**src/design/lam_pkg.sv**
```systemverilog
`timescale 1ns / 1ps
package lam_pkg;

    localparam logic [1:0] COL_LAST = 2'd3;

    typedef logic [2:0][31:0] vec3_t;
    typedef logic [2:0][32:0] dvec3_t;

    typedef struct packed {
        vec3_t  eye;
        vec3_t  hint;
        dvec3_t diff;
    } lam_item_t;

    typedef struct packed {
        vec3_t right;
        vec3_t up;
        vec3_t back;
        vec3_t shift;
    } lam_res_t;

    typedef enum logic [3:0] {
        ST_IDLE,
        ST_PREP,
        ST_SHIFT,
        ST_SQUARE,
        ST_RINIT,
        ST_ROOT,
        ST_DIVIDE,
        ST_STORE,
        ST_CROSS,
        ST_DOT,
        ST_DONE
    } eng_state_t;

    // cyclic successors used by the cross product
    function automatic logic [1:0] next1(input logic [1:0] j);
        logic [1:0] r;
        unique case (j)
            2'd0:    r = 2'd1;
            2'd1:    r = 2'd2;
            default: r = 2'd0;
        endcase
        return r;
    endfunction

    function automatic logic [1:0] next2(input logic [1:0] j);
        logic [1:0] r;
        unique case (j)
            2'd0:    r = 2'd2;
            2'd1:    r = 2'd0;
            default: r = 2'd1;
        endcase
        return r;
    endfunction

endpackage

```
**src/design/lam_front.sv**
```systemverilog
`timescale 1ns / 1ps
module lam_front (
    input  logic                    clk,
    input  logic                    rst_n,
    input  logic                    in_valid,
    output logic                    in_stall,
    input  logic signed [31:0]      eye_x,
    input  logic signed [31:0]      eye_y,
    input  logic signed [31:0]      eye_z,
    input  logic signed [31:0]      target_x,
    input  logic signed [31:0]      target_y,
    input  logic signed [31:0]      target_z,
    input  logic signed [31:0]      upward_x,
    input  logic signed [31:0]      upward_y,
    input  logic signed [31:0]      upward_z,
    input  logic                    q_full,
    output logic                    push,
    output lam_pkg::lam_item_t      item
);

    logic               valid_reg;
    logic               valid_next;
    lam_pkg::lam_item_t item_reg;
    lam_pkg::lam_item_t item_next;
    logic               accept;

    assign push     = valid_reg && !q_full;
    assign in_stall = valid_reg && q_full;
    assign accept   = in_valid && !in_stall;
    assign item     = item_reg;

    always_comb
    begin
        valid_next = valid_reg;
        if (accept)
        begin
            valid_next = 1'b1;
        end
        else if (push)
        begin
            valid_next = 1'b0;
        end
    end

    // back vector before normalization
    always_comb
    begin
        item_next = item_reg;
        if (accept)
        begin
            item_next.eye     = {eye_z, eye_y, eye_x};
            item_next.hint    = {upward_z, upward_y, upward_x};
            item_next.diff[0] = {eye_x[31], eye_x} - {target_x[31], target_x};
            item_next.diff[1] = {eye_y[31], eye_y} - {target_y[31], target_y};
            item_next.diff[2] = {eye_z[31], eye_z} - {target_z[31], target_z};
        end
    end

    always_ff @(posedge clk or negedge rst_n)
    begin
        if (!rst_n)
        begin
            valid_reg <= 1'b0;
        end
        else
        begin
            valid_reg <= valid_next;
        end
    end

    always_ff @(posedge clk)
    begin
        item_reg <= item_next;
    end

endmodule

```
**config.mk**
```make
export PLATFORM = sky130hd
export DESIGN_NAME = lam_front
export DESIGN_NICKNAME = d
export VERILOG_FILES = /design/src/design/lam_pkg.sv /design/src/design/lam_front.sv
export SDC_FILE = /design/constraint.sdc
export NUM_CORES = 1
export LEC_CHECK = 0
export BUFFER_PORTS_ARGS = -buffer_cell sky130_fd_sc_hd__buf_2
export CAP_MARGIN = 25
export CORE_AREA = 2 2 225 227
export CTS_CLUSTER_SIZE = 12
export DETAILED_ROUTE_END_ITERATION = 6
export DIE_AREA = 0 0 227 229
export PLACE_DENSITY_LB_ADDON = 0.15
export RECOVER_POWER = 50
export REMOVE_ABC_BUFFERS = 1
export SLEW_MARGIN = 20
export SYNTH_ARGS = -nofsm -noshare
export SYNTH_HDL_FRONTEND = slang
export SYNTH_SLANG_ARGS = --single-unit
```
**constraint.sdc**
```tcl
create_clock -name clk -period 15.63 [get_ports clk]
set_clock_uncertainty 0.2 [all_clocks]
set_input_delay 2.3445 -clock clk [delete_from_list [all_inputs] [get_ports clk]]
set_output_delay 2.3445 -clock clk [all_outputs]
set_load 0.02 [all_outputs]
```
==> results of run 1 <==
worst paths after layout:
path / from / to / slack, ns / cells after the start
max: q_full / item[29] / 9.12 / 6
min: valid_reg / valid_reg / 0.49 / 2
max reg2reg: valid_reg / item[29] / 10.64 / 5
min reg2reg: valid_reg / valid_reg / 0.49 / 2
max in group asynchronous: rst_n / valid_reg / 13.76 / 1
min in group asynchronous: rst_n / valid_reg / 1.38 / 1
per-stage QoR:
step	setup TNS, ns	setup WS, ns	cell area, um^2	cells	utilization, %
floorplan	-235.33	-0.8087	14010	1065	-
global placement	0	9.713	17810	2325	35.87
detailed placement	0	9.592	17810	2325	35.87
CTS	0	10.18	19020	2393	38.30
global route	0	8.802	18660	2395	37.57
finish	0	9.118	18660	2397	37.58
layer usage:
| metal | vias to the layer above | part of all wire (%) | global-route usage, % |
|---|---|---|---|
| li1 | 5239 | - | - |
| met1 | 4982 | 39 | 18.07 |
| met2 | 364 | 49 | 27.29 |
| met4 | 20 | 2.1 | 4.126 |
| met5 | - | 0.30 | 0 |
| met3 | 73 | 10 | 6.722 |
cell type report:
type / count / area, um^2
Fill cell: 5110 / 31000
Sequential cell: 292 / 8763
Tap cell: 672 / 840.8
Clock buffer: 46 / 1002
Clock inverter: 22 / 207.7
Timing Repair Buffer: 589 / 2594
Antenna cell: 3 / 7.507
Inverter: 124 / 465.4
Multi-Input combinational cell: 649 / 4781
layout by cell type (no fill, tap or decap), drive strengths merged, types with 3 or more instances in the layout:
| master | count |
|---|---|
| buf | 298 |
| o31ai | 6 |
| nor3 | 15 |
| a31oi | 9 |
| a211oi | 7 |
| edfxtp | 291 |
| fa | 3 |
| nor2b | 15 |
| inv | 125 |
| o31a | 3 |
| or3 | 7 |
| clkbuf | 337 |
| ha | 96 |
| xor2 | 27 |
| o211ai | 3 |
| clkinv | 16 |
| nand2 | 38 |
| nand2b | 7 |
| a31o | 3 |
| nand3 | 31 |
| nor2 | 58 |
| bufinv | 4 |
| xnor2 | 48 |
| o21ai | 42 |
| diode | 3 |
| o21a | 13 |
| a21boi | 5 |
| o21bai | 8 |
| nand3b | 3 |
| a21oi | 76 |
| o311ai | 3 |
| a21o | 44 |
| and2 | 8 |
| and3 | 9 |
| nand4 | 8 |
| or2 | 11 |
| a2111oi | 4 |
| a211o | 4 |
| a41oi | 4 |
| and4 | 6 |
logic make-up (layout without fill, tap and decap cells):
group / count (synthesis) / after routing
AND/OR/NAND/NOR: 222 / 222
buffers and inverters: 137 / 781
adder cells (fa/ha/maj): 99 / 99
multiplexers: 3 / 3
flip-flops: 292 / 292
other: 0 / 3
AO/OA/AOI/OAI: 250 / 250
XOR/XNOR: 75 / 75
worst reg2reg max path: cells and delay by family (launching register included):
kind,cells,cell delay [ns]
AND/OR/NAND/NOR,2,0.95
buffers and inverters,3,3.05
flip-flops,1,0.37
power by group:
group	total [mW]	internal [mW]	switching, mW
Combinational	0.410	0.146	0.263
Clock	0.855	0.521	0.334
Sequential	0.957	0.943	0.0146
Total	2.22	1.61	0.612
==> out/metrics.cfg, run 1 <==
[clocking]
clk_latency_ns = 0.53
htree_levels = 2
postCtsResizedCells = 0
hold_buffers = 0
clockRootBuffer = clkbuf_16
clk_path_buf_depth = 3
cts_setup_buffers = 0
cts_sinks = 292
cts_tree = built
path_clk_slew_ns = 0.06
cts-buffers-inserted = 37

[floorplanning]
die_x_um = 227
core_area_um2 = 49660
die_h_um = 229
dieArea_um2 = 51980
io_pins = 585
rows = 82
start_util_pct = 28.32

[critical_path]
path_buf_inv = 4
crit_chain = buf_2 -> and2_0 -> nor2b_1 -> clkbuf_1 -> buf_4 -> buf_4
cp.required_ns = 15.59
crit_path_end_kind = flop
critPathLaunchType = primary input
worstSetupPathType = primary input to flop
cpLargestDelayFamily = buffers and inverters
critPathMaxFanout = 74
critPathSlowestCell = clkbuf_1
cp.arrival_ns = 6.47
critPathMaxStageDelay_ns = 1.17
cp_common_cell = buf_4

[global_route]
antenna_found_initial = 12
grt_overflow = 0
grt_pass1_wl_mm = 62.85
track_usage_pct = 15.89
grt_max_degree = 75
grt_pass1_vias = 10740

[synthesis]
synth_top_cell_area_share_pct = 62.15
synth_xor_xnor_area_share_pct = 4.672
synth_most_common_cell = edfxtp_1
syn_inst = 1078
synth_seq_cells = 292
yosysUniqueCellTypes = 74
ys.flop_type = edfxtp_1
async_flop_share_pct = 0.3425
synth_top_family_by_area = compound AO/OA/AOI/OAI gates
synth_common_cells = 291 x edfxtp_1, 124 x inv_1, 96 x ha_1
synth_compound_area_share_pct = 12.08
mappedNetlistArea_um2 = 14060
synth_edf_count = 291
synthAdderAreaFrac_pct = 8.970
ys_warn_count = 0
synth_mux_area_share_pct = 0.2225
synth.avg_cell_area_um2 = 13.04
synth_area_leaders = edfxtp_1 62%, ha_1 8.5%, inv_1 3.3%, xnor2_1 3.0%, a21oi_1 2.6%
ys_seq_area_share_pct = 62.32
synth_top_area_cell = edfxtp_1
yosys.area_share.simple_pct = 8.062

[layout]
largest_reg_flops = 291
nNetsFinal = 2084
synthToLayoutAreaGrowth_pct = 32.72
layout-drive-gt1-share_pct = 21.78

[route]
routed_wl_mm = 43.15
post-route-drc-count = 0
drt-initial-drc-count = 525
postRouteAntennaNets = 0
vias_per_cell = 4.455
vias = 10680
firstDrtPassIters = 5
post_drt_wl_per_cell_um = 18.00

[power_and_ir_drop]
power_mw = 2.221
pwr_density_cell_nw_per_um2 = 119.0
p_leak_nw = 7.759
peakVddDrop_mv = 0.06474

[placed_design]
place_congestion = 0.8026
port_buffers = 584
place_hpwl_mm = 34.35

[sta]
drv_slew = 29
relSlewSlack_pct = -1.261
finalCritPeriodShare_pct = 41.67
fmax_mhz = 153.6
hold_viol_final = 0
setup_violations = 0
rsz0062_at_grt = false
hold_ws_ns = 0.4896
fin_crit_ns = 6.512
tightest_slew_ns = 1.519

[flow_run]
max_cap_viol_count = 1

[status]
violations = max-capacitance violations, max-slew violations
status = finished with violations

[min_path]
hp-class = flop to flop

(Power assumes the default switching activity.)
==> inputs of run 2 (changes only) <==
clock period = 6.15 ns   (was 15.63 ns; I/O delays follow)
==> run 2 against run 1 <==
  * Largest cell class unchanged
  * Cell count is 0.42% lower
  * Total power rose by 150%
  * Non-clock buffer count decreased by 2
  * Largest power group unchanged
  * Global-route usage about the same
  * The run now ends clean
==> out/metrics.cfg, run 2 (synthesis results as in run 1) <==
[global_route]
grt_max_degree = 144
grt_overflow = 0
antenna_found_initial = 12
grt_pass1_wl_mm = 62.96
track_usage_pct = 15.92
grt_pass1_vias = 10900

[critical_path]
worstReg2RegStart = valid_reg
critPathMaxStageDelay_ns = 0.53
crit_chain = buf_2 -> inv_1 -> ha_1 -> fa_1 -> nor2b_1 -> o21ai_1 -> a21boi_0 -> o21ai_1 -> a211o_1 -> a2111oi_1 -> nor2_1 -> nor2_1 -> o22ai_1
critPathSlowestCell = a2111oi_1
r2r_setup_slack_ns = 3.37
cpLargestDelayFamily = compound AO/OA/AOI/OAI gates
cp.required_ns = 6.23
critPathMaxFanout = 3
worstSetupPathType = primary input to flop
crit_path_end_kind = flop
critPathLaunchType = primary input
startpoint = eye_y[0]
cp.arrival_ns = 3.58
path_buf_inv = 2

[route]
post_drt_wl_per_cell_um = 18.20
drt-initial-drc-count = 541
routed_wl_mm = 43.44
postRouteAntennaNets = 0
post-route-drc-count = 0
vias_per_cell = 4.492
vias = 10720
firstDrtPassIters = 4

[clocking]
path_clk_slew_ns = 0.06
clk_path_buf_depth = 3
postCtsResizedCells = 0
cts_sinks = 292
cts-buffers-inserted = 36
clockRootBuffer = clkbuf_16
cts_tree = built
htree_levels = 2
clk_latency_ns = 0.54

[placed_design]
dp_slack_ns = 2.143
place_congestion = 0.8175
dp.cells = 2323
port_buffers = 584
place_hpwl_mm = 34.49

[min_path]
hp-class = primary input to flop
min-delay-start = upward_y[21]

[power_and_ir_drop]
pwr_density_cell_nw_per_um2 = 298.0
p_leak_nw = 7.677
peakVddDrop_mv = 0.1597

[sta]
rsz0062_at_grt = false
fin_tns_setup_ns = 0
finalCritPeriodShare_pct = 56.84
worst_slack_ns = 2.654
hold_ws_ns = 0.3554
tightest_slew_ns = 1.066
relSlewSlack_pct = 28.76
hold_viol_final = 0
drv_slew = 0
fin_crit_ns = 3.496
setup_violations = 0
fmax_mhz = 286.1

[floorplanning]
io_pins = 585
dieArea_um2 = 51980
rows = 82
core_area_um2 = 49660
die_x_um = 227
start_util_pct = 28.32
die_h_um = 229

[layout]
layout-drive-gt1-share_pct = 20.86
layout_common_cells = 309 x clkbuf_1, 291 x edfxtp_1, 282 x buf_2
final-instance-count-excl-fill = 2387
final_util_pct = 37.39
final_common_cell = clkbuf_1
nNetsFinal = 2081
largest_reg_flops = 291
synthToLayoutAreaGrowth_pct = 32.03

[flow_run]
max_cap_viol_count = 0

[status]
status = finished clean

run 2: power breakdown:
part / switching, mW / leakage (nW) / internal (mW) / total, mW
logic: 0.669 / 4.36 / 0.370 / 1.04
registers: 0.0396 / 2.78 / 2.40 / 2.44
clock network: 0.835 / 0.540 / 1.22 / 2.06
run 2: final timing paths:
kind | end | depth (start not counted)
max | item[65] | 13
min | item[152] | 1
min in group asynchronous | valid_reg | 2
min reg2reg | valid_reg | 2
max in group asynchronous | valid_reg | 2
max reg2reg | item[252] | 3
run 2: worst register-to-register path, delay by kind of cell (launching register included):
| family | cells | cell delay (ns) |
|---|---|---|
| and+or+nand+nor | 2 | 1.01 |
| DFF | 1 | 0.36 |
| buffers and inverters | 1 | 0.59 |
run 2: routing by layer:
layer	routed length (um)	up-vias	share of wire, %	global-route usage [%]
met2	21060	372	48	27.54
met3	3973	81	9.1	5.940
met1	17100	5021	39	17.92
met5	121	-	0.28	0
met4	1185	18	2.7	5.453
li1	-	5231	-	-
run 2: area by class of cell:
class | instances | area [um^2]
fill | 5160 | 31090
inverter | 124 | 465.4
tap | 672 | 840.8
clock inverter | 15 | 157.7
antenna | 4 | 10.01
timing repair buffer | 587 | 2595
clock buffer | 44 | 952.2
multi-input combinational | 649 | 4781
sequential | 292 | 8763
run 2: timing repair:
action	4_1_cts	5_1_grt
hold buffers	1	0
setup buffers	0	0
hold endpoints to repair	1	0
run 2: per-stage QoR:
stage	power [mW]	cell area, um^2
finish	5.532	18570
global route	5.799	18560
CTS	5.665	18940
detailed placement	3.561	17820
global placement	3.555	17820
floorplan	3.202	14010
