===== config.mk =====
export PLATFORM = sky130hd
export DESIGN_NAME = lam_queue
export DESIGN_NICKNAME = d
export VERILOG_FILES = /design/src/design/lam_pkg.sv /design/src/design/lam_queue.sv
export SDC_FILE = /design/constraint.sdc
export NUM_CORES = 1
export LEC_CHECK = 0
export BUFFER_PORTS_ARGS = -buffer_cell sky130_fd_sc_hd__buf_2
export CAP_MARGIN = 15
export CELL_PAD_IN_SITES_DETAIL_PLACEMENT = 1
export CELL_PAD_IN_SITES_GLOBAL_PLACEMENT = 1
export CORE_AREA = 2 2 230 232
export DETAILED_ROUTE_END_ITERATION = 6
export DIE_AREA = 0 0 232 234
export PLACE_DENSITY = 0.77
export SLEW_MARGIN = 20
export SYNTH_ARGS = -nofsm -noshare
export SYNTH_HDL_FRONTEND = slang
export SYNTH_SLANG_ARGS = --single-unit

===== constraint.sdc =====
create_clock -name clk -period 17.5 [get_ports clk]
set_clock_uncertainty 0.15 [all_clocks]
set_input_delay 3.5 -clock clk [delete_from_list [all_inputs] [get_ports clk]]
set_output_delay 3.5 -clock clk [all_outputs]
set_load 0.03 [all_outputs]

===== src/design/lam_pkg.sv =====
`timescale 1ns / 1ps
package lam_pkg;

    localparam logic [1:0] COL_LAST = 2'd3;

    typedef logic [2:0][31:0] vec3_t;
    typedef logic [2:0][32:0] dvec3_t;

    typedef struct packed {
        vec3_t  eye;
        vec3_t  hint;
        dvec3_t diff;
    } lam_item_t;

    typedef struct packed {
        vec3_t right;
        vec3_t up;
        vec3_t back;
        vec3_t shift;
    } lam_res_t;

    typedef enum logic [3:0] {
        ST_IDLE,
        ST_PREP,
        ST_SHIFT,
        ST_SQUARE,
        ST_RINIT,
        ST_ROOT,
        ST_DIVIDE,
        ST_STORE,
        ST_CROSS,
        ST_DOT,
        ST_DONE
    } eng_state_t;

    // cyclic successors used by the cross product
    function automatic logic [1:0] next1(input logic [1:0] j);
        logic [1:0] r;
        unique case (j)
            2'd0:    r = 2'd1;
            2'd1:    r = 2'd2;
            default: r = 2'd0;
        endcase
        return r;
    endfunction

    function automatic logic [1:0] next2(input logic [1:0] j);
        logic [1:0] r;
        unique case (j)
            2'd0:    r = 2'd2;
            2'd1:    r = 2'd0;
            default: r = 2'd1;
        endcase
        return r;
    endfunction

endpackage


===== src/design/lam_queue.sv =====
`timescale 1ns / 1ps
module lam_queue (
    input  logic               clk,
    input  logic               rst_n,
    input  logic               push,
    input  lam_pkg::lam_item_t push_item,
    output logic               full,
    output logic               not_empty,
    input  logic               pop,
    output lam_pkg::lam_item_t head
);

    lam_pkg::lam_item_t slot_reg [2];
    logic [1:0]         count_reg;
    logic [1:0]         count_next;
    logic               wr_reg;
    logic               wr_next;
    logic               rd_reg;
    logic               rd_next;

    assign full      = count_reg == 2'd2;
    assign not_empty = count_reg != 2'd0;
    assign head      = slot_reg[rd_reg];

    always_comb
    begin
        count_next = count_reg;
        wr_next    = wr_reg;
        rd_next    = rd_reg;
        if (push)
        begin
            wr_next = !wr_reg;
        end
        if (pop)
        begin
            rd_next = !rd_reg;
        end
        if (push && !pop)
        begin
            count_next = count_reg + 2'd1;
        end
        else if (pop && !push)
        begin
            count_next = count_reg - 2'd1;
        end
    end

    always_ff @(posedge clk or negedge rst_n)
    begin
        if (!rst_n)
        begin
            count_reg <= 2'd0;
            wr_reg    <= 1'b0;
            rd_reg    <= 1'b0;
        end
        else
        begin
            count_reg <= count_next;
            wr_reg    <= wr_next;
            rd_reg    <= rd_next;
        end
    end

    always_ff @(posedge clk)
    begin
        if (push)
        begin
            slot_reg[wr_reg] <= push_item;
        end
    end

endmodule


==> summary.txt, run 1 <==
Detailed routing
  • First drt pass iteration count: 5
  • Vias: about 11000
  • 1st-iter DRT viols: just under 600
  • Drt drc: 0
  • Vias per cell: between 4 and 5
  • DRT Wirelength: about 53000 um
  • WL per Instance: roughly 23 um
  • Antenna Nets Post-Route: 0

Pwr
  • Worst VDD drop: roughly 0.16 mV
  • Lkg Pwr: about 10 nW
  • PwrDens: approximately 180 mW/mm2
  • Final Power: around 5 mW

Final layout
  • Multi-input gate area: 0.00337 mm2
  • Fill cells: just under 5000
  • Largest register FFs: between 500 and 600
  • Most common cell after layout, fill and taps aside: buf_2
  • Register area: ~0.018 mm2
  • Most frequent cells in the layout: buf_2 (587), edfxtp_1 (582), mux2_2 (291), clkbuf_16 (61), bufinv_16 (13)
  • Syn-to-layout area delta: 26.7%
  • Share of layout cells above drive strength 1: 0.616
  • Layout Utilization: 0.519
  • # nets final: 1842

Clocking
  • CTS Hold Buffers Added: 0
  • CTS H-Tree Depth: 2
  • CTS buffer count: 59
  • Root buffer cell: clkbuf_16
  • Post-CTS setup buffers: 0
  • Later-pin clock latency in the skew report: roughly 580 ps
  • CTS clk-pin slew, worst paths: 60 ps
  • Clk buf depth: 3
  • Clk sinks: about 590
  • TritonCTS clock tree: done
  • Cts repair resizes: 0

Global route
  • Tot GR Track Use: 0.188
  • Vias in the first global route: 12300
  • First-pass GRT wire length: 75800 um
  • Grt ovf: 0
  • Largest net degree at the start of global routing: between 150 and 200
  • Initial antenna violation count: 19

Yosys
  • Gate Count Post-Synth: approximately 900
  • Avg Cell Area, Syn: approximately 23 um2
  • Synth Cell Area: 0.0213 mm2
  • Synth area leader: edfxtp_1
  • Post-synthesis sequential area ratio: 0.825
  • Yosys cell types: 13
  • Yosys warning count: 0
  • Ranking of synthesized cells by area: edfxtp_1 (82%), mux2_2 (15%), buf_6 (1.6%)
  • Share of the synthesized area in the top cell type: 0.821
  • Number of synthesized register bits: between 500 and 600
  • Net count after synthesis: 1217

Worst setup path
  • Critical Path Slowest Stage Cell: dfrtp_4
  • Setup crit start: rd_reg
  • Peak fanout along the critical path: 72
  • Worst EP required: 13850 ps
  • Worst path buffer plus inverter count: 2
  • Reg2Reg Depth: 4
  • Worst setup EP type: output pin
  • WP depth: 3
  • Crit-path cells: buf_4, mux2_2, buf_2
  • Crit-path max cell delay: 990 ps
  • Crit Path Class: register to output pin
  • Worst Setup Start Kind: register
  • Crit path DAT: 3230 ps
  • Cell family with most CP delay: buffers and inverters
  • Worst reg2reg path startpoint: wr_reg

Floorplan
  • Initial Utilization: 0.409
  • Core ar.: between 0.05 and 0.06 mm2
  • # IOs: about 590
  • Die Footprint: 0.0543 mm2
  • Die Wd: 232 um
  • FP Rows: between 80 and 90
  • Die Y: about 230 um

Placed design
  • Port bufs: between 500 and 600
  • Post-DP HPWL: ~35000 um
  • Placer Congestion: between 0.7 and 0.8

Timing
  • Fin. Hold Viols: 0
  • RSZ-0062 raised after global routing: false
  • Relative slew slack: 0.267
  • Fin crit period: a little under 7000 ps
  • Max Transition Viols Final: 0
  • TNS Setup: 0 ps
  • Max Fclk: 145 MHz
  • Final Setup Violations: 0
  • Final cycle utilization of the critical path: 0.393
  • Worst Tran Pin Value: approximately 1100 ps

Hold path
  • Worst min-delay path startpoint: count_reg[1]
  • Worst hold stages: 1
  • Worst hold path type: register to register

Job
  • Max-Cap Viols: 0

Outcome
  • Outcome: finished clean
stage by stage:
stage | std cells | setup WS, ps | area, um2 | hold WS [ps]
detailed placement | 2172 | 10360 | 24800 | 336
global route | 2289 | 10440 | 27000 | 359
CTS | 2282 | 10570 | 26900 | 348
floorplan | 921 | 356 | 21300 | 297
global placement | 2172 | 10410 | 24800 | 317
finish | 2291 | 10620 | 27000 | 355
power by group:
group	total [mW]	switching, mW	internal, mW
sequential	1.96	0.0938	1.87
combinational	1.67	1.13	0.541
clock	1.35	0.525	0.829
total	4.98	1.75	3.24
cell usage after synthesis:
| cell | n |
|---|---|
| xor2_1 | 4 |
| nor2b_1 | 2 |
| xnor2_1 | 1 |
| buf_2 | 1 |
| dfrtp_1 | 4 |
| buf_6 | 31 |
| mux2_2 | 291 |
| ha_1 | 1 |
| or2_2 | 1 |
| and2_1 | 1 |
| nor2_1 | 1 |
| edfxtp_1 | 582 |
| inv_1 | 1 |
cell type report:
class                   count  area share
flip-flops and latches    586       0.651
clock buffers              71      0.0580
repair buffers            596       0.113
well taps                 688      0.0319
diodes                      8    0.000742
inverters                   1    0.000139
clock inverters            39      0.0199
multi-input cells         302       0.125
path summary, 6_finish.rpt:
kind	end	slack [ps]
min in group asynchronous	count_reg[1]	2570
worst min-delay path	count_reg[1]	360
max in group asynchronous	rd_reg	14490
worst max-delay path	head[13]	10620
worst max register to register	slot_reg[0][9]	14210
worst min register to register	count_reg[1]	360
per-layer routing:
metal | routed length [um] | up-vias | GRT usage
li1 | - | 4954 | -
met1 | 18900 | 5603 | 0.206
met2 | 27900 | 457 | 0.339
met3 | 4370 | 114 | 0.0593
met4 | 1530 | 20 | 0.0713
met5 | 133 | - | 0
kinds of logic (layout without fill, tap and decap cells):
kind of cell | count (synthesis) | in the layout | synth area share
DFF | 586 | 586 | 0.825
muxes | 291 | 291 | 0.154
buffers and inverters | 33 | 707 | 0.0168
xor gates and xnor gates | 5 | 5 | 0.00206
and+or+nand+nor | 5 | 5 | 0.00135
adders and majority gates | 1 | 1 | 0.000587
other | 0 | 8 | 0
Power figures use the tool's default switching activity.
==> inputs of run 2 (changes only) <==
Settings changed: CORE_AREA 2 2 230 232 to unset, CORE_MARGIN set to 1.5, CORE_UTILIZATION set to 40, DIE_AREA 0 0 232 234 to unset, PLACE_DENSITY 0.77 to 0.78.
Clock period 17.5 ns to 5.9 ns, I/O delays scaled along.
==> summary.txt, run 2 (synthesis gave the netlist of run 1 again) <==
Clocking
  • CTS H-Tree Depth: 2
  • Root buffer cell: clkbuf_16
  • TritonCTS clock tree: done
  • Cts repair resizes: 0
  • Clk buf depth: 3
  • Clk sinks: about 590
  • CTS clk-pin slew, worst paths: roughly 60 ps
  • CTS buffer count: 59
  • CTS Hold Buffers Added: 0
  • Post-CTS setup buffers: 0
  • Later-pin clock latency in the skew report: slightly below 600 ps

Worst setup path
  • Crit-path cells: buf_12, mux2_2, buf_2
  • RR Endpoint: slot_reg[1][97]
  • WP depth: 3
  • Crit path DAT: approximately 2700 ps
  • Reg2Reg Setup Slack: roughly 3500 ps
  • Setup crit start: rd_reg
  • Reg2Reg Depth: 2
  • Worst path buffer plus inverter count: 2
  • Worst Setup Start Kind: register
  • Crit-path max cell delay: between 800 and 900 ps
  • Critical Path Slowest Stage Cell: dfrtp_4
  • Cell family with most CP delay: flip-flops
  • Crit Path Class: register to output pin
  • Critical path endpoint: head[41]
  • Peak fanout along the critical path: 100
  • Worst setup EP type: output pin
  • Worst EP required: between 4000 and 5000 ps
  • Worst reg2reg path startpoint: wr_reg

Pwr
  • Worst VDD drop: roughly 0.37 mV
  • Final Power: ~14 mW
  • Combinational fraction of design power: 0.344
  • NetSw: just over 5 mW
  • Pint: between 9 and 10 mW
  • Sequential share of power: 0.400
  • Sw Ratio: 0.356
  • Lkg Pwr: between 10 and 15 nW
  • Clk network pwr share: 0.256
  • PwrDens: 538 mW/mm2

Timing
  • Relative slew slack: 0.485
  • Worst Tran Pin Value: 773 ps
  • Max Transition Viols Final: 0
  • Fin crit period: between 4000 and 5000 ps
  • Final cycle utilization of the critical path: 0.682
  • Tightest hold margin: roughly 250 ps
  • RSZ-0062 raised after global routing: false
  • Max Fclk: 248 MHz
  • Final Setup Violations: 0
  • Fin. Hold Viols: 0

Hold path
  • Worst hold path type: input pin to async pin

Final layout
  • Most frequent cells in the layout: buf_2 (587), edfxtp_1 (582), mux2_2 (291), clkbuf_16 (61), clkinv_1 (15)
  • Final std cells w/o fill: between 2000 and 2500
  • Post-Layout Inst Area: ~0.027 mm2
  • Most common cell after layout, fill and taps aside: buf_2
  • # nets final: ~1800
  • Syn-to-layout area delta: 26.2%
  • Largest register FFs: about 580
  • Share of layout cells above drive strength 1: 0.613

Floorplan
  • FP Rows: 84
  • Core ar.: between 0.05 and 0.06 mm2
  • Die Wd: 234 um
  • Initial Utilization: 0.405
  • Die Y: roughly 230 um
  • Die Footprint: between 0.05 and 0.06 mm2
  • # IOs: 588

Detailed routing
  • Antenna Nets Post-Route: 0
  • WL per Instance: 23.1 um
  • First drt pass iteration count: 5
  • Vias per cell: around 4.8
  • 1st-iter DRT viols: about 540
  • DRT Wirelength: between 50000 and 60000 um
  • Vias: ~11000
  • Drt drc: 0

Placed design
  • Inst Count DP: about 2200
  • Port bufs: approximately 590
  • Post-DP HPWL: 36000 um
  • DP Area: between 0.02 and 0.025 mm2
  • Placer Congestion: between 0.7 and 0.8

Global route
  • Vias in the first global route: between 10000 and 15000
  • First-pass GRT wire length: roughly 75000 um
  • Grt ovf: 0
  • Initial antenna violation count: 15
  • Largest net degree at the start of global routing: 122
  • Tot GR Track Use: 0.185

Outcome
  • Outcome: finished clean

Job
  • Max-Cap Viols: 0
[run 2: changes by cell type in the layout (fill, tap and decap cells not counted), sizes merged]
cell and change:
buf +3, clkbuf +2, clkinvlp +1, clkinv +7
inv -2, diode -1, bufinv -7
[run 2: worst min path at each step]
stage                 startpoint           end  slack [ps]  cells past startpoint
floorplan           count_reg[1]  count_reg[1]         300                      1
global placement    count_reg[1]  count_reg[1]         320                      1
detailed placement  count_reg[1]  count_reg[1]         340                      1
CTS                        rst_n  count_reg[0]         200                      1
global route               rst_n        rd_reg         210                      1
finish                     rst_n        rd_reg         250                      1
[run 2: layer usage]
layer	GRT usage	vias up	share of wire
met3	0.0728	104	0.095
met2	0.335	448	0.52
li1	-	4959	-
met4	0.0595	12	0.028
met5	0	-	0.0014
met1	0.197	5540	0.35
[run 2: per-stage QoR]
stage / TNS [ps] / utilization / worst slack (ps)
after global placement: 0 / 0.474 / 2500
after floorplan: -62730 / - / -216
after global routing: 0 / 0.511 / 1770
final: 0 / 0.512 / 1870
after detailed placement: 0 / 0.474 / 2430
after CTS: 0 / 0.511 / 1870
[run 2: worst reg2reg max path: cells and delay by family, from the launching register on]
kind                   cells  cell delay [ps]
buffers and inverters      1              560
DFF                        1              430
and+or+nand+nor            1              700
[run 2: power groups by stage]
stage / logic (mW) / registers [mW] / clock network, mW
after CTS: 5.02 / 5.78 / 3.79
final: 4.98 / 5.78 / 3.71
after detailed placement: 4.99 / 5.86 / 0
after global placement: 4.93 / 5.79 / 0
after global routing: 5.22 / 5.85 / 3.92
after floorplan: 3.73 / 5.84 / 0
[run 2: layout make-up]
class	instances	area, um2
fillers	4945	25700
flip-flops and latches	586	17600
multi-input cells	302	3370
repair buffers	599	3120
clock buffers	73	1590
well taps	688	861
clock inverters	38	333
diodes	7	17.5
inverters	1	3.75
