==> config.mk <==
export PLATFORM = sky130hd
export DESIGN_NAME = lam_emit
export DESIGN_NICKNAME = d
export VERILOG_FILES = /design/src/design/lam_pkg.sv /design/src/design/lam_emit.sv
export SDC_FILE = /design/constraint.sdc
export NUM_CORES = 1
export LEC_CHECK = 0
export ABC_AREA = 1
export BUFFER_PORTS_ARGS = -buffer_cell sky130_fd_sc_hd__buf_2
export CAP_MARGIN = 10
export CELL_PAD_IN_SITES_DETAIL_PLACEMENT = 1
export CELL_PAD_IN_SITES_GLOBAL_PLACEMENT = 2
export CORE_UTILIZATION = 29
export CTS_CLUSTER_DIAMETER = 60
export DETAILED_ROUTE_END_ITERATION = 7
export GPL_ROUTABILITY_DRIVEN = 0
export GPL_TIMING_DRIVEN = 0
export PLACE_DENSITY_LB_ADDON = 0.05
export REMOVE_ABC_BUFFERS = 1
export SETUP_SLACK_MARGIN = 0.1
export SLEW_MARGIN = 30
export SYNTH_ARGS = -nofsm -noshare
export SYNTH_HDL_FRONTEND = slang
export SYNTH_SLANG_ARGS = --single-unit
export TNS_END_PERCENT = 10
==> constraint.sdc <==
create_clock -name clk -period 9.46 [get_ports clk]
set_input_delay 0.946 -clock clk [delete_from_list [all_inputs] [get_ports clk]]
set_output_delay 0.946 -clock clk [all_outputs]
set_load 0.005 [all_outputs]
==> src/design/lam_pkg.sv <==
`timescale 1ns / 1ps
package lam_pkg;

    localparam logic [1:0] COL_LAST = 2'd3;

    typedef logic [2:0][31:0] vec3_t;
    typedef logic [2:0][32:0] dvec3_t;

    typedef struct packed {
        vec3_t  eye;
        vec3_t  hint;
        dvec3_t diff;
    } lam_item_t;

    typedef struct packed {
        vec3_t right;
        vec3_t up;
        vec3_t back;
        vec3_t shift;
    } lam_res_t;

    typedef enum logic [3:0] {
        ST_IDLE,
        ST_PREP,
        ST_SHIFT,
        ST_SQUARE,
        ST_RINIT,
        ST_ROOT,
        ST_DIVIDE,
        ST_STORE,
        ST_CROSS,
        ST_DOT,
        ST_DONE
    } eng_state_t;

    // cyclic successors used by the cross product
    function automatic logic [1:0] next1(input logic [1:0] j);
        logic [1:0] r;
        unique case (j)
            2'd0:    r = 2'd1;
            2'd1:    r = 2'd2;
            default: r = 2'd0;
        endcase
        return r;
    endfunction

    function automatic logic [1:0] next2(input logic [1:0] j);
        logic [1:0] r;
        unique case (j)
            2'd0:    r = 2'd2;
            2'd1:    r = 2'd0;
            default: r = 2'd1;
        endcase
        return r;
    endfunction

endpackage

==> src/design/lam_emit.sv <==
`timescale 1ns / 1ps
module lam_emit #(
    parameter int FRAC_BITS = 16
) (
    input  logic                clk,
    input  logic                rst_n,
    input  logic                res_valid,
    output logic                res_take,
    input  lam_pkg::lam_res_t   res,
    output logic                out_valid,
    input  logic                out_stall,
    output logic [1:0]          column_index,
    output logic signed [31:0]  right_part,
    output logic signed [31:0]  up_part,
    output logic signed [31:0]  back_part,
    output logic signed [31:0]  shift_part,
    output logic                last_column
);

    localparam logic [31:0] ONE = 32'd1 << FRAC_BITS;

    logic              busy_reg;
    logic              busy_next;
    logic [1:0]        col_reg;
    logic [1:0]        col_next;
    lam_pkg::lam_res_t data_reg;
    lam_pkg::lam_res_t data_next;
    logic              sent;
    logic              is_last;

    assign is_last   = col_reg == lam_pkg::COL_LAST;
    assign out_valid = busy_reg;
    assign sent      = busy_reg && !out_stall;
    assign res_take  = res_valid && (!busy_reg || (sent && is_last));

    always_comb
    begin
        busy_next = busy_reg;
        col_next  = col_reg;
        data_next = data_reg;
        if (res_take)
        begin
            busy_next = 1'b1;
            col_next  = 2'd0;
            data_next = res;
        end
        else if (sent)
        begin
            if (is_last)
            begin
                busy_next = 1'b0;
            end
            else
            begin
                col_next = col_reg + 2'd1;
            end
        end
    end

    always_ff @(posedge clk or negedge rst_n)
    begin
        if (!rst_n)
        begin
            busy_reg <= 1'b0;
            col_reg  <= 2'd0;
        end
        else
        begin
            busy_reg <= busy_next;
            col_reg  <= col_next;
        end
    end

    always_ff @(posedge clk)
    begin
        data_reg <= data_next;
    end

    always_comb
    begin
        column_index = col_reg;
        last_column  = is_last;
        unique case (col_reg)
            2'd0:
            begin
                right_part = data_reg.right[0];
                up_part    = data_reg.up[0];
                back_part  = data_reg.back[0];
                shift_part = data_reg.shift[0];
            end
            2'd1:
            begin
                right_part = data_reg.right[1];
                up_part    = data_reg.up[1];
                back_part  = data_reg.back[1];
                shift_part = data_reg.shift[1];
            end
            2'd2:
            begin
                right_part = data_reg.right[2];
                up_part    = data_reg.up[2];
                back_part  = data_reg.back[2];
                shift_part = data_reg.shift[2];
            end
            lam_pkg::COL_LAST:
            begin
                right_part = '0;
                up_part    = '0;
                back_part  = '0;
                shift_part = ONE;
            end
        endcase
    end

endmodule

==> results of run 1 <==
## routing by layer
layer  vias to the layer above  global-route usage [%]  routed length, µm
met3                       103                    7.94               4480
met1                      4811                    20.6              17900
met5                         -                       0                219
li1                       4664                       -                  -
met2                       320                    30.8              23400
met4                        34                    6.17               1200
## cell usage after synthesis
library cell  instances
nand3_1               4
ha_1                  4
nand2_1             135
nand4_1               1
nor2_1              130
inv_1                 9
a21oi_1             256
or2_1                 1
edfxtp_1            384
buf_2                24
dfrtp_1               3
inv_2                 1
buf_4                19
buf_6                13
## cells by family (layout without fill, tap and decap cells)
family,after synthesis,count (layout)
other,0,12
adders and majority gates,4,4
AOI/OAI and AO/OA,256,256
and+or+nand+nor,271,271
DFF,387,387
buffers and inverters,66,630
## area by class of cell
type	count	area (µm²)
Fill cell	5283	29700
Sequential cell	387	11600
Timing Repair Buffer	534	2930
Multi-Input combinational cell	531	2400
Clock buffer	61	1270
Tap cell	664	831
Clock inverter	25	170
Inverter	10	52.6
Antenna cell	12	30.0
## power by group
group          switching [W]  internal (W)
clock               0.000710      0.000999
combinational        0.00137      0.000788
sequential         0.0000758       0.00225
## worst paths after layout
path,cells after the start,to,startpoint,slack [ns]
setup / recovery,8,res_take,column_index[0],5.24
hold / removal,1,column_index[0],rst_n,0.17
setup reg to reg,7,data_reg[341],column_index[0],6.58
hold reg to reg,2,out_valid,out_valid,0.67
max in group asynchronous,1,column_index[1],rst_n,9.17
min in group clk,1,data_reg[225],res[225],0.55
## metrics by stage
stage          utilization, %  instances  setup slack, ns  hold slack [ns]
6_report                 39.4       2224             5.24            0.174
3_3_place_gp             35.6       2112            -5.05            0.646
5_1_grt                  39.4       2219             4.98            0.140
3_5_place_dp             36.4       2126             5.50            0.674
4_1_cts                  39.3       2212             5.13            0.130
2_1_floorplan               -        928          -0.0549            0.585
==> out/metrics.cfg, run 1 <==
[power]
power_w=0.00619
leakage_nw=7.43
powerDensity_mw_per_mm2=321
ir_drop_v=0.000161

[critical_path]
critPathArrivalTime_ns=3.27
startpoint_type=flip-flop
crit_required_ns=8.51
setup.worst_path.class=flip-flop to primary output
crit_top_cell=buf_16
crit_family=buffers and inverters
critPathMaxFanout=87
critPathMaxStageDelay_ns=0.46
crit_buf_inv=5
crit_path_top_delay_cell=dfrtp_1
cp-end-kind=primary output
crit_path_cell_trace=ha_1 > inv_1 > nand2_1 > nand3_1 > inv_8 > buf_16 > buf_16 > buf_2

[job]
drv_cap=0

[detailed_routing]
wire_per_inst_um=21.2
viasPerCell=4.47
routed_wl_mm=47.2
drt_iter0_markers=393
ant_nets=0
drc=0
drt_pass1_iterations=6
vias=9932

[cells_and_area]
syn2layout_area_growth_pct=33.8
final_common_cell=buf_2
nNetsFinal=1905
final_area_mm2=0.0193
layout-drive-gt1-share_pct=38.8
final_cell_mix=520 x buf_2, 384 x edfxtp_1, 256 x a21oi_1, 135 x nand2_1, 130 x nor2_1
largest_reg_flops=384

[yosys]
yosysWarnings=0
ys_types=14
synth-compound-area-share_pct=8.89
synthAdderAreaFrac_pct=0.347
synth_top_family_by_area=compound AO/OA/AOI/OAI gates
synthMuxAreaShare_pct=0
synth_top_cell_area_share_pct=80.0
yosys.area_share.simple_pct=7.13
synth_top_area_cell=edfxtp_1
ys_top_cells_by_area=edfxtp_1 80%, a21oi_1 8.9%, nand2_1 3.5%, nor2_1 3.4%, buf_6 1.0%
synth_xor_area_share_pct=0
syn_area_mm2=0.0144
synth_seq_cells=387
syn_inst=984
ys_seq_area_share_pct=80.5
avgSynthCellArea_um2=14.6

[global_routing]
grtUsageTotal_pct=18.3
grt-ovfl-total=0
grt_max_degree=96
grt_pass1_vias=10300
grt_pass1_wl_mm=67.0
antenna_found_initial=30

[timing]
finClkSkew_ns=0.0117
tightest_slew_ns=0.689
timing.final.max_slew_violations=0
setup_viol=0
hold_violations=0
fmax_mhz=237
setup-tns-final_ns=0
relSlewSlack_pct=54.1
rsz0062_at_grt=false
period_share_pct=44.6
fin_crit_ns=4.22

[clock_network]
clock_sinks=387
post_cts_buffers=0
clk_pin_slew_ns=0.05
cts_max_level=2
ctsResizeCount=0
hold_buffers=0
cts.path.max_buffers=3
clk-insertion-delay-late_ns=0.57
cts_tree=yes
root_buffer=clkbuf_16
cts_buffers=49

[run_status]
status=finished clean

[place]
dp_hpwl_mm=32.1
io_buffers=520
placed_cell_area_mm2=0.0178

[die]
start_util_pct=29.4
fp.dieW_um=225
pin_count=521
die_height_um=225
coreArea_mm2=0.0490
num_rows=81
dieArea_mm2=0.0506

[min_path]
hold_path_class=input port to asynchronous set/reset pin

No activity file was read; power rests on OpenSTA's default activity.
==> inputs of run 2 (changes only) <==
--- a/config.mk
+++ b/config.mk
@@ -10,7 +10,7 @@
 export CAP_MARGIN = 10
 export CELL_PAD_IN_SITES_DETAIL_PLACEMENT = 1
 export CELL_PAD_IN_SITES_GLOBAL_PLACEMENT = 2
-export CORE_UTILIZATION = 29
+export CORE_UTILIZATION = 32
 export CTS_CLUSTER_DIAMETER = 60
 export DETAILED_ROUTE_END_ITERATION = 7
 export GPL_ROUTABILITY_DRIVEN = 0
==> constraint.sdc (replaced) <==
create_clock -name clk -period 4.4 [get_ports clk]
set_input_delay 0.44 -clock clk [delete_from_list [all_inputs] [get_ports clk]]
set_output_delay 0.44 -clock clk [all_outputs]
set_load 0.005 [all_outputs]
==> out/metrics.cfg, run 2 (synthesis results as in run 1) <==
[critical_path]
cp-end-kind=primary output
crit_path_cell_trace=ha_1 > inv_1 > nand2_1 > nand3_1 > inv_8 > buf_16 > buf_16 > buf_2
critPathMaxFanout=97  ; +11%
critPathMaxStageDelay_ns=0.48  ; +0.02 ns
crit_buf_inv=5  ; unchanged
critPathArrivalTime_ns=3.15  ; -0.12 ns
worstRegToRegCells=7  ; unchanged
crit_family=buffers and inverters
startpoint_type=flip-flop
crit_path_top_delay_cell=dfrtp_1
crit_top_cell=buf_16
crit_required_ns=3.96  ; -4.55 ns
setup.worst_path.class=flip-flop to primary output
worst-path-stages=8  ; unchanged

[place]
placed_cell_area_mm2=0.0177  ; -0.42%
dp_hpwl_mm=31.5  ; -1.7%
dpl_worst_slack_ns=1.37  ; -4.13 ns
io_buffers=520  ; unchanged

[power]
leakage_nw=7.42  ; -0.12%
ir_drop_v=0.000339  ; +110%
powerDensity_mw_per_mm2=688  ; +110%
power_w=0.0132  ; +110%

[global_routing]
grt_pass1_wl_mm=67.1  ; about the same
grt-busiest-layer=met2
grtUsageTotal_pct=19.8  ; +1.6 points
antenna_found_initial=28  ; -6.7%
grt_max_degree=98  ; +2.1%
grtUsageMet1_pct=23.0  ; +2.4 points
grt_use_met3_pct=7.93  ; -0.011 points
use_met2_pct=33.0  ; +2.2 points
grt-ovfl-total=0  ; unchanged
grt_pass1_vias=10400  ; +1.8%

[cells_and_area]
final_common_cell=buf_2
largest_reg_flops=384  ; unchanged
fill_cells=4707  ; -11%
nNetsFinal=1902  ; -0.16%
final_cell_mix=520 x buf_2, 384 x edfxtp_1, 256 x a21oi_1, 135 x nand2_1, 130 x nor2_1
final_area_mm2=0.0192  ; -0.45%
layout-drive-gt1-share_pct=38.7  ; -0.12 points
syn2layout_area_growth_pct=33.2

[timing]
fmax_mhz=279
relSlewSlack_pct=58.8  ; +4.7 points
timing.final.max_slew_violations=0  ; unchanged
fin_crit_ns=3.59
fin_ws_ns=0.810  ; -4.43 ns
finClkSkew_ns=0.00953  ; -0.00218 ns
setup_viol=0  ; unchanged
tightest_slew_ns=0.618  ; -0.0708 ns
rsz0062_at_grt=false
period_share_pct=81.6
hold_violations=0  ; unchanged

[die]
num_rows=77  ; -4.9%
dieArea_mm2=0.0459  ; -9.3%
start_util_pct=32.5  ; +3.1 points
die_height_um=214  ; -4.8%
coreArea_mm2=0.0443  ; -9.5%
pin_count=521  ; unchanged
fp.dieW_um=214  ; -4.8%

[min_path]
holdPathStages=1
hold_path_class=input port to flip-flop

[detailed_routing]
drt_iter0_markers=471  ; +20%
viasPerCell=4.67  ; +4.7%
drt_pass1_iterations=4  ; -2
drc=0  ; unchanged
ant_nets=0  ; unchanged
vias=10100  ; +1.4%
wire_per_inst_um=21.4  ; +0.82%
routed_wl_mm=46.1  ; -2.3%

[clock_network]
cts_tree=yes
clk-insertion-delay-late_ns=0.56  ; about the same
cts.path.max_buffers=3  ; unchanged
cts_max_level=2  ; unchanged
clock_sinks=387  ; unchanged
ctsResizeCount=0  ; unchanged
clk_pin_slew_ns=0.06  ; about the same
root_buffer=clkbuf_16
cts_buffers=45  ; -8.2%

[job]
drv_cap=0  ; unchanged

[run_status]
status=finished clean

## run 2: worst register-to-register path, delay by kind of cell (launching register included)
kind          cells  cell delay, ns
buf+inv           4            1.26
flops             1            0.48
fa+ha+maj         1            0.26
simple gates      2            0.30
## run 2: final cells by class
cell class	instances	area (µm²)	area share, %
inverters	10	52.6	0.274
repair buffers	535	2950	15.4
clock buffers	57	1210	6.32
multi-input cells	531	2400	12.5
diodes	18	45.0	0.235
flip-flops and latches	387	11600	60.5
well taps	592	741	3.86
clock inverters	25	190	0.991
## run 2: per-layer routing
layer  wire length (µm)  vias to the layer above
li1                   -                     4673
met1              17900                     4965
met2              23000                      329
met3               4110                       81
met4                887                       26
met5                172                        -
## run 2: final timing paths
path	slack [ns]	from	end
hold reg to reg	0.66	out_valid	out_valid
setup / recovery	0.81	column_index[0]	res_take
min in group asynchronous	0.25	rst_n	out_valid
hold / removal	0.05	res[137]	data_reg[137]
max in group asynchronous	4.04	rst_n	column_index[1]
setup reg to reg	1.65	column_index[0]	data_reg[344]
## run 2: power by group
part | total (W) | switching [W] | internal (W)
Clock | 0.00357 | 0.00146 | 0.00212
Combinational | 0.00462 | 0.00291 | 0.00171
Sequential | 0.00501 | 0.000163 | 0.00485
Total | 0.0132 | 0.00453 | 0.00867
## run 2: timing repair
item | in CTS | in global routing
buffers inserted | 0 | 0
hold buffers | 1 | 0
endpoints found under the hold margin | 3 | 0
## run 2: metrics by stage
step,utilization [%],setup TNS (ns),hold slack [ns],instances
final,43.3,0,0.0520,2155
after global routing,43.3,0,0.0185,2147
after CTS,43.2,0,0.00251,2137
after detailed placement,40.0,0,0.246,2054
after global placement,39.1,-4172.50,0.238,2040
after floorplan,-,-1886.85,0.144,928
